<file path="src/rtl/tcw_pkg.sv">
package tcw_pkg;

    localparam int MAX_COLS   = 128;
    localparam int MAX_ROWS   = 32;
    localparam int CELL_COUNT = MAX_COLS * MAX_ROWS;

    localparam int COL_W  = 7;
    localparam int ROW_W  = 5;
    localparam int ADDR_W = 12;
    localparam int PTR_W  = 13;   // can hold CELL_COUNT itself

    localparam int CFG_IDX_W  = 3;
    localparam int CFG_DATA_W = 16;

    // register indexes
    localparam logic [CFG_IDX_W-1:0] REG_ATTR = 3'd0;
    localparam logic [CFG_IDX_W-1:0] REG_TABW = 3'd1;
    localparam logic [CFG_IDX_W-1:0] REG_COLS = 3'd2;
    localparam logic [CFG_IDX_W-1:0] REG_ROWS = 3'd3;
    localparam logic [CFG_IDX_W-1:0] REG_PAGE = 3'd4;

    // register reset values
    localparam logic [7:0]  RST_ATTR = 8'h07;
    localparam logic [4:0]  RST_TABW = 5'd8;
    localparam logic [7:0]  RST_COLS = 8'd80;
    localparam logic [5:0]  RST_ROWS = 6'd25;
    localparam logic [15:0] RST_PAGE = 16'h0000;

    // character codes
    localparam logic [7:0] CH_BS       = 8'h08;
    localparam logic [7:0] CH_TAB      = 8'h09;
    localparam logic [7:0] CH_LF       = 8'h0A;
    localparam logic [7:0] CH_CR       = 8'h0D;
    localparam logic [7:0] CH_PRINT_LO = 8'h20;
    localparam logic [7:0] CH_PRINT_HI = 8'h7F;

    typedef struct packed {
        logic                func;
        logic [7:0]          character;
        logic [ADDR_W-1:0]   cell_index;
    } t_req;

    typedef struct packed {
        logic [COL_W-1:0]    cursor_col;
        logic [ROW_W-1:0]    cursor_row;
        logic [15:0]         cursor_position;
        logic [15:0]         read_data;
        logic                scrolled;
    } t_result;

    // operands of the shared multiply-add unit: y = a * b + c
    typedef struct packed {
        logic [5:0]          a;
        logic [7:0]          b;
        logic [15:0]         c;
    } t_mac_op;

endpackage

</file>
<file path="src/rtl/tcw_muladd.sv">
module tcw_muladd (
    input  logic             i_clk,
    input  tcw_pkg::t_mac_op i_op,
    output logic [15:0]      o_y
);

    logic [13:0] w_prod;
    logic [15:0] n_y;
    logic [15:0] r_y;

    assign w_prod = i_op.a * i_op.b;
    assign n_y    = {2'b00, w_prod} + i_op.c;

    always_ff @(posedge i_clk) begin
        r_y <= n_y;
    end

    assign o_y = r_y;

endmodule

</file>
<file path="config.mk">
export PLATFORM = sky130hd
export DESIGN_NAME = tcw_muladd
export DESIGN_NICKNAME = d
export VERILOG_FILES = /design/src/rtl/tcw_pkg.sv /design/src/rtl/tcw_muladd.sv
export SDC_FILE = /design/constraint.sdc
export NUM_CORES = 1
export LEC_CHECK = 0
export BUFFER_PORTS_ARGS = -buffer_cell sky130_fd_sc_hd__clkbuf_2
export CORE_MARGIN = 2
export CORE_UTILIZATION = 35
export CTS_CLUSTER_DIAMETER = 120
export CTS_CLUSTER_SIZE = 24
export DETAILED_ROUTE_END_ITERATION = 12
export GPL_ROUTABILITY_DRIVEN = 1
export GPL_TIMING_DRIVEN = 0
export HOLD_SLACK_MARGIN = 0.15
export PLACE_DENSITY = 0.59
export SKIP_LAST_GASP = 1
export SYNTH_ARGS = -nofsm -noshare
export SYNTH_HDL_FRONTEND = slang
export SYNTH_SLANG_ARGS = --single-unit
export TNS_END_PERCENT = 100
</file>
<file path="constraint.sdc">
create_clock -name i_clk -period 4.25 [get_ports i_clk]
set_input_delay 0 -clock i_clk [delete_from_list [all_inputs] [get_ports i_clk]]
set_output_delay 0 -clock i_clk [all_outputs]
set_load 0.005 [all_outputs]
</file>
==> flow_summary.yaml <==
final_layout:
  final_cell_mix: "66 x inv_1, 46 x clkbuf_2, 39 x and2_1, 36 x fa_1, 31 x ha_1"
  largest_register_ff_count: 16
  seq_area_um2: 320
  multi_input_area_um2: 1830
  fill_cells: 700
  mostFrequentLayoutCell: "inv_1"
  syn_to_final_growth_pct: 17.1
  layout.nets: 418
  stdcell_area_um2: 2820
  layout-drive-gt1-share_pct: 17.0
  antenna-diode-count: 0
  final_cells: 398
detailed_routing:
  dr.max_layer_used: "met4"
  wl_met3_um: 161
  wl_met2_mm: 2.25
  routed-via-count: 1834
  m1WireLength_mm: 1.91
  first_pass_iters: 4
  via_per_inst: 4.61
  ant_nets: 0
  wl_mm: 4.33
  drt-initial-drc-count: 34
  drt-wirelength-per-cell_um: 10.9
  route.detailed.drc: 0
logic_synthesis:
  synth_area_leader_cell: "fa_1"
  synth_cells: 265
  syn_area_per_cell_um2: 9.09
  synthFlopType: "dfxtp_1"
  synth-seq-cells: 16
  ys_seq_area_share_pct: 13.3
  synth-edff-count: 0
  synth_cell_type_count: 31
  synth_fp_nets: 363
  syn_area_um2: 2410
  yosysWarningCount: 0
  synth_top_cell_area_share_pct: 29.9
  synth_area_leaders: "fa_1 30%, ha_1 16%, dfxtp_1 13%"
  async_flop_share_pct: 0
floorplan:
  rows: 30
  die_y_um: 87.0
  start_util_pct: 35.8
  dieArea_um2: 7560
  core_um2: 6720
  ios: 47
  die_x_um: 87.0
sta:
  drv_slew: 0
  setup_viol: 0
  finalHoldViolCount: 0
  fmax_mhz: 264
  min_period_over_period_pct: 89.2
  fin_ws_ns: 0.461
  tns_ns: 0
  slew_headroom_pct: 75.2
  worst_pin_slew_ns: 0.368
  min_period_ns: 3.79
  rsz0062_at_grt: "false"
pwr:
  p_leak_nw: 1.58
  irDropWorstVdd_mv: 0.229
  totalPowerFinal_mw: 1.33
  p_per_area_nw_per_um2: 473
clock_tree:
  cts_inserted_buffers: 3
  cts.path.max_buffers: 2
  ctsResizeCount: 0
  root_buffer: "clkbuf_8"
  path_clk_slew_ns: 0.06
  cts_tree: "done"
  htreeDepth: 1
  cts_sinks: 16
  cts_setup_buffers: 0
critical_path:
  crit_chain: "clkbuf_2 > and2_1 > fa_1 > inv_1 > fa_1 > inv_1 > fa_1 > inv_1 > fa_1 > inv_1 > ha_1 > buf_6 > a211o_1 > a31o_1 > a21oi_2 > o31ai_2 > xor2_1"
  slowest_stage: "fa_1"
  path_max_fanout: 8
  crit_arrival_ns: 3.91
  crit_type: "in -> reg"
  worst_setup_path_end_kind: "flip-flop"
  slowest_delay_ns: 0.54
  critPathTopFamily: "adder cells"
  startpoint_type: "input pin"
  cp.required_ns: 4.37
  crit_buf_inv: 6
grt:
  grt-ovfl-total: 0
  antenna_found_initial: 0
  grt_pass1_vias: 1828
  grt_pass1_wl_mm: 7.81
  grt_use_total_pct: 12.6
  grt_max_degree: 9
placement:
  dp_hpwl_mm: 3.81
  place_ws_ns: 0.209
  io_buffers: 46
  placed_cell_area_um2: 2740
  dp.cells: 391
  globalplace.congestion: 0.757
outcome:
  status: "finished, final reports clean"
job:
  drv_cap: 0
worst_hold_path:
  hold_path_class: "in -> reg"
==> where the power goes <==
group          leakage, nW  internal [mW]  switching [mW]
Combinational         1.42          0.437           0.539
Clock               0.0216         0.0626          0.0478
Sequential           0.135          0.231          0.0156
==> cells by family after synthesis <==
logic type      Yosys count  synth area share, %
flops                    16                 13.3
mux                       1                0.416
buf+inv                  67                 10.8
compound gates           27                 8.10
fa+ha+maj                67                 46.0
xor+xnor                 12                 4.36
simple gates             75                 17.0
==> layout make-up <==
| type | instances | share of cell area (%) |
|---|---|---|
| inverter | 66 | 8.78 |
| timing repair buffer | 50 | 9.58 |
| clock buffer | 3 | 1.46 |
| buffer | 1 | 0.399 |
| multi-input combinational | 182 | 64.9 |
| tap | 80 | 3.55 |
| sequential | 16 | 11.4 |
==> synthesized netlist by cell type, drive strengths merged (2+ instances only) <==
library cell	n
a21o	3
a21oi	12
and2	39
and3	2
dfxtp	16
fa	36
ha	31
inv	66
nand2	20
nand3	4
nor2	5
o21ai	3
o21bai	2
xnor2	3
xor2	9
==> per-stage QoR <==
stage | hold WS [ns] | util [%]
final | 0.168 | 42.0
after global routing | 0.201 | 42.0
after CTS | 0.164 | 42.0
after detailed placement | 0.231 | 40.8
after global placement | 0.222 | 40.8
after floorplan | 0.130 | -
==> repair_timing <==
action / 4_1_cts / 5_1_grt
hold buffers: 4 / 0
setup endpoints to repair: 0 / 0
endpoints found under the hold margin: 4 / 0
==> worst min-delay path, cell delays in order <==
cell and delay [ns]:
clkbuf_2 0.13, and2_1 0.14, ha_1 0.11
==> worst paths after layout <==
check,start,cells after the start,end,slack (ns)
worst max-delay path,i_op[26],17,o_y[13]$_DFF_P_,0.46
worst min-delay path,i_op[16],3,o_y[0]$_DFF_P_,0.17
==> per-layer routing <==
layer | vias up | track usage (%)
met5 | - | 0
met4 | 0 | 0.710
met3 | 2 | 2.37
met2 | 38 | 22.1
met1 | 881 | 16.9
li1 | 913 | -
Note: power is estimated with default switching activity, not from simulation.
