`config.mk`:
```
export PLATFORM = sky130hd
export DESIGN_NAME = tcw_tabdiv
export DESIGN_NICKNAME = d
export VERILOG_FILES = /design/src/rtl/tcw_tabdiv.sv
export SDC_FILE = /design/constraint.sdc
export NUM_CORES = 1
export LEC_CHECK = 0
export ABC_AREA = 1
export BUFFER_PORTS_ARGS = -buffer_cell sky130_fd_sc_hd__buf_2
export CAP_MARGIN = 25
export CELL_PAD_IN_SITES_DETAIL_PLACEMENT = 0
export CELL_PAD_IN_SITES_GLOBAL_PLACEMENT = 1
export CORE_UTILIZATION = 30
export CTS_BUF_LIST = sky130_fd_sc_hd__clkbuf_4
export DETAILED_ROUTE_END_ITERATION = 10
export PLACE_DENSITY_LB_ADDON = 0.1
export REMOVE_ABC_BUFFERS = 1
export SETUP_SLACK_MARGIN = 0.15
export SLEW_MARGIN = 30
export SYNTH_ARGS = -nofsm -noshare
export SYNTH_HDL_FRONTEND = slang
export SYNTH_SLANG_ARGS = --single-unit
export TNS_END_PERCENT = 5
```
`constraint.sdc`:
```
create_clock -name i_clk -period 1.7 [get_ports i_clk]
set_input_delay 0.17 -clock i_clk [delete_from_list [all_inputs] [get_ports i_clk]]
set_output_delay 0.17 -clock i_clk [all_outputs]
set_load 0.02 [all_outputs]
```
`src/rtl/tcw_tabdiv.sv`:
```
module tcw_tabdiv (
    input  logic       i_clk,
    input  logic       i_rst_n,
    input  logic       i_start,
    input  logic [7:0] i_dividend,
    input  logic [4:0] i_divisor,
    output logic       o_done,
    output logic [7:0] o_quot
);

    logic       r_run;
    logic       r_done;
    logic [2:0] r_cnt;
    logic [4:0] r_rem;
    logic [7:0] r_quot;
    logic [4:0] r_div;

    logic [5:0] w_trial;
    logic [5:0] w_diff;
    logic       w_ge;
    logic [4:0] n_rem;

    // restoring division, one quotient bit per cycle
    assign w_trial = {r_rem, r_quot[7]};
    assign w_ge    = (w_trial >= {1'b0, r_div});
    assign w_diff  = w_trial - {1'b0, r_div};
    assign n_rem   = w_ge ? w_diff[4:0] : w_trial[4:0];

    always_ff @(posedge i_clk) begin
        if (!i_rst_n) begin
            r_run  <= 1'b0;
            r_done <= 1'b0;
            r_cnt  <= '0;
        end else begin
            r_done <= 1'b0;
            if (i_start) begin
                r_run <= 1'b1;
                r_cnt <= '0;
            end else if (r_run) begin
                r_cnt <= r_cnt + 3'd1;
                if (r_cnt == 3'd7) begin
                    r_run  <= 1'b0;
                    r_done <= 1'b1;
                end
            end
        end
    end

    always_ff @(posedge i_clk) begin
        if (i_start) begin
            r_rem  <= '0;
            r_quot <= i_dividend;
            r_div  <= i_divisor;
        end else if (r_run) begin
            r_rem  <= n_rem;
            r_quot <= {r_quot[6:0], w_ge};
        end
    end

    assign o_done = r_done;
    assign o_quot = r_quot;

endmodule

```
==> results.toml <==
[setup_path]
timing.rr.end = "r_rem[0]$_SDFFE_PP0P_"
ff2ff_setup_slack_ns = 0.04
crit_required_ns = 1.92
slowest_stage = "edfxtp_1"
critical_path_class = "reg -> reg"
crit_chain = "inv_2 -> ha_4 -> inv_2 -> fa_2 -> nand2_2 -> nand2_2 -> nand3_4 -> nand3_1 -> nand3_1 -> nand2_1"
cp_top_family = "simple AND/OR/NAND/NOR gates"
slowest_delay_ns = 0.43
worst-path-buf-inv = 2
end_kind = "register"
cp_max_fo = 7
rr_worst_depth = 10
worstPathArrival_ns = 1.87
start_kind = "register"
r2r_start = "o_quot[7]$_DFFE_PP_"

[job]
cap_violations = 0

[finish]
diodes = 0
drive_above_1_share_pct = 34.3
syn_to_final_growth_pct = 26.8
fillers = 402
seq_area_um2 = 591
multi_input_area_um2 = 551
fin_cells = 217
nets = 194

[floorplanning]
fp-row-count = 22
die_area_um2 = 4180
start_util_pct = 31.7
fp.dieH_um = 64.7
fp.dieW_um = 64.7
core_um2 = 3720
io_pins = 25

[sta]
setup_viol = 0
worstMarginPinSlew_ns = 0.432
rsz0062_at_grt = "true"
period_minus_slack_ns = 1.66
hold_ws_ns = 0.0307
hold_viol = 0
slew_headroom_pct = 71.2
max_freq_ghz = 0.604
finalSetupTns_ns = 0
slew_viol_final = 0
fin_crit_sh_pct = 97.5
finClkSkew_ns = 0.00552

[global_routing]
gr-usage-met3_pct = 1.94
grt_max_degree = 17
grtUsageTotal_pct = 13.0
grt_overflow = 0
antenna_found_initial = 0
busiest_layer = "met2"
met1_usage_pct = 16.8
first_global_vias = 924
grt_pass1_wl_mm = 4.08
grt_util_met2_pct = 20.8

[clocking]
clk_path_buf_depth = 2
path_clk_slew_ns = 0.12
cts.sinks = 23
cts_root_buffer = "clkbuf_4"
htree_levels = 1
cts_buffers = 3
cts_tree = "done"
clk_latency_ns = 0.31

[drt]
wl_per_cell_um = 10.9
num_vias = 933
drt-initial-drc-count = 31
drt-vias-per-instance = 4.30
first_pass_iters = 4
drc_errors = 0
wl_mm = 2.36
antenna_left = 0

[pwr]
irDropWorstVdd_mv = 0.319
p_leak_nw = 0.745
power_density_nw_per_um2 = 853

[synthesis]
syn_avg_cell_area_um2 = 8.93
synthMuxAreaShare_pct = 0
syn_area_um2 = 1180
synth_top_family_by_area = "simple AND/OR/NAND/NOR gates"
yosysSeqAreaShare_pct = 50.1
synth-warning-count = 0
synth_fa_ha_area_share_pct = 9.13
synth_cell_type_count = 22
synth.ff_latch_count = 23
synth_xor_area_share_pct = 1.49
syn_inst = 132
yosys.area_share.simple_pct = 29.6
synth_compound_area_share_pct = 3.29

[place]
port-buffer-count = 24
post-dp-hpwl_mm = 1.66
routabilityCongestion = 0.722
dp.cells = 205

[hold_path]
hold_class = "in -> reg"
worstHoldStart = "i_divisor[1]"
min_delay_path_depth = 1
holdPathEnd = "r_div[1]$_DFFE_PP_"

[run_status]
run_status = "complete, no violations"
-- cells in the mapped netlist --
cell,number,share of area (%)
a211oi_2,1,1.1
a21oi_1,4,1.7
a31oi_1,1,0.53
and3_1,1,0.53
buf_4,1,0.64
dfxtp_1,10,17
edfxtp_1,13,33
fa_1,1,1.7
ha_1,7,7.4
inv_1,15,4.8
inv_2,3,0.96
nand2_1,49,16
nand2_4,1,0.96
nand3_1,11,4.7
nand3_4,1,1.5
nor2_1,6,1.9
nor2_2,1,0.53
nor2_4,1,0.96
nor2_8,1,1.7
or2_1,1,0.53
or2_4,1,0.74
xnor2_1,2,1.5
-- power breakdown --
| group | total [W] | internal [W] | switching (W) |
|---|---|---|---|
| Clock | 0.000251 | 0.0000878 | 0.000164 |
| Sequential | 0.000669 | 0.000639 | 0.0000296 |
| Combinational | 0.000354 | 0.000149 | 0.000204 |
| Total | 0.00127 | 0.000877 | 0.000398 |
-- sequential cells by signal, indices dropped and copies added, names as in the netlist --
register and flops:
r_run 1, r_cnt 3, r_div 5, o_done 1, o_quot 8, r_rem 5
-- routing by layer --
| layer | part of all wire (%) | wire [um] |
|---|---|---|
| met1 | 49 | 1150 |
| met2 | 47 | 1110 |
| met3 | 2.7 | 64 |
| met4 | 1.5 | 35 |
| met5 | 0 | 0 |
-- cell type report --
cell class	count	share of cell area (%)
timing repair buffer	34	13.2
multi-input combinational	90	36.9
clock inverter	1	0.335
sequential	23	39.5
tap	48	4.02
inverter	18	4.52
clock buffer	3	1.51
-- worst max path at each step --
stage               cells past startpoint                     to           startpoint
global route                           10  r_rem[0]$_SDFFE_PP0P_  o_quot[7]$_DFFE_PP_
detailed placement                      8    o_quot[0]$_DFFE_PP_  o_quot[7]$_DFFE_PP_
finish                                 10  r_rem[0]$_SDFFE_PP0P_  o_quot[7]$_DFFE_PP_
global placement                        8    o_quot[0]$_DFFE_PP_  o_quot[7]$_DFFE_PP_
CTS                                     8    o_quot[0]$_DFFE_PP_  o_quot[7]$_DFFE_PP_
floorplan                               8    o_quot[0]$_DFFE_PP_  o_quot[7]$_DFFE_PP_
-- layout by cell type (no fill, tap or decap), types with 2 or more instances in the layout --
cell,instances
nand2_1,44
buf_2,24
inv_1,13
edfxtp_1,13
dfxtp_1,10
nand3_1,9
buf_4,9
nor2_1,6
ha_1,6
inv_2,5
nand2_2,5
a21oi_1,4
clkbuf_4,3
xnor2_1,2
nand3_2,2
-- metrics by stage --
stage | cell area, um2 | setup slack (ns) | util (%) | total power, W
floorplan | 1170 | -0.0589 | - | 0.000887
global placement | 1370 | 0.0340 | 36.8 | 0.000979
detailed placement | 1370 | 0.00593 | 36.8 | 0.000981
CTS | 1440 | 0.0593 | 38.7 | 0.00126
global route | 1490 | -0.0519 | 40.2 | 0.00137
finish | 1490 | 0.0430 | 40.2 | 0.00127
-- cell families (layout without fill, tap and decap cells) --
family / count (synthesis) / count (layout)
AOI/OAI and AO/OA: 6 / 6
xor gates and xnor gates: 2 / 2
adders and majority gates: 8 / 8
buffers and inverters: 19 / 56
DFF: 23 / 23
and+or+nand+nor: 74 / 74
-- repair_timing --
item / CTS / global route
endpoints found under the setup margin: 6 / 6
resized for setup: 2 / 10
hold buffers: 0 / 1
setup buffers: 5 / 2
pin swaps: 1 / 10
endpoints found under the hold margin: 0 / 1
(Power assumes the default switching activity.)
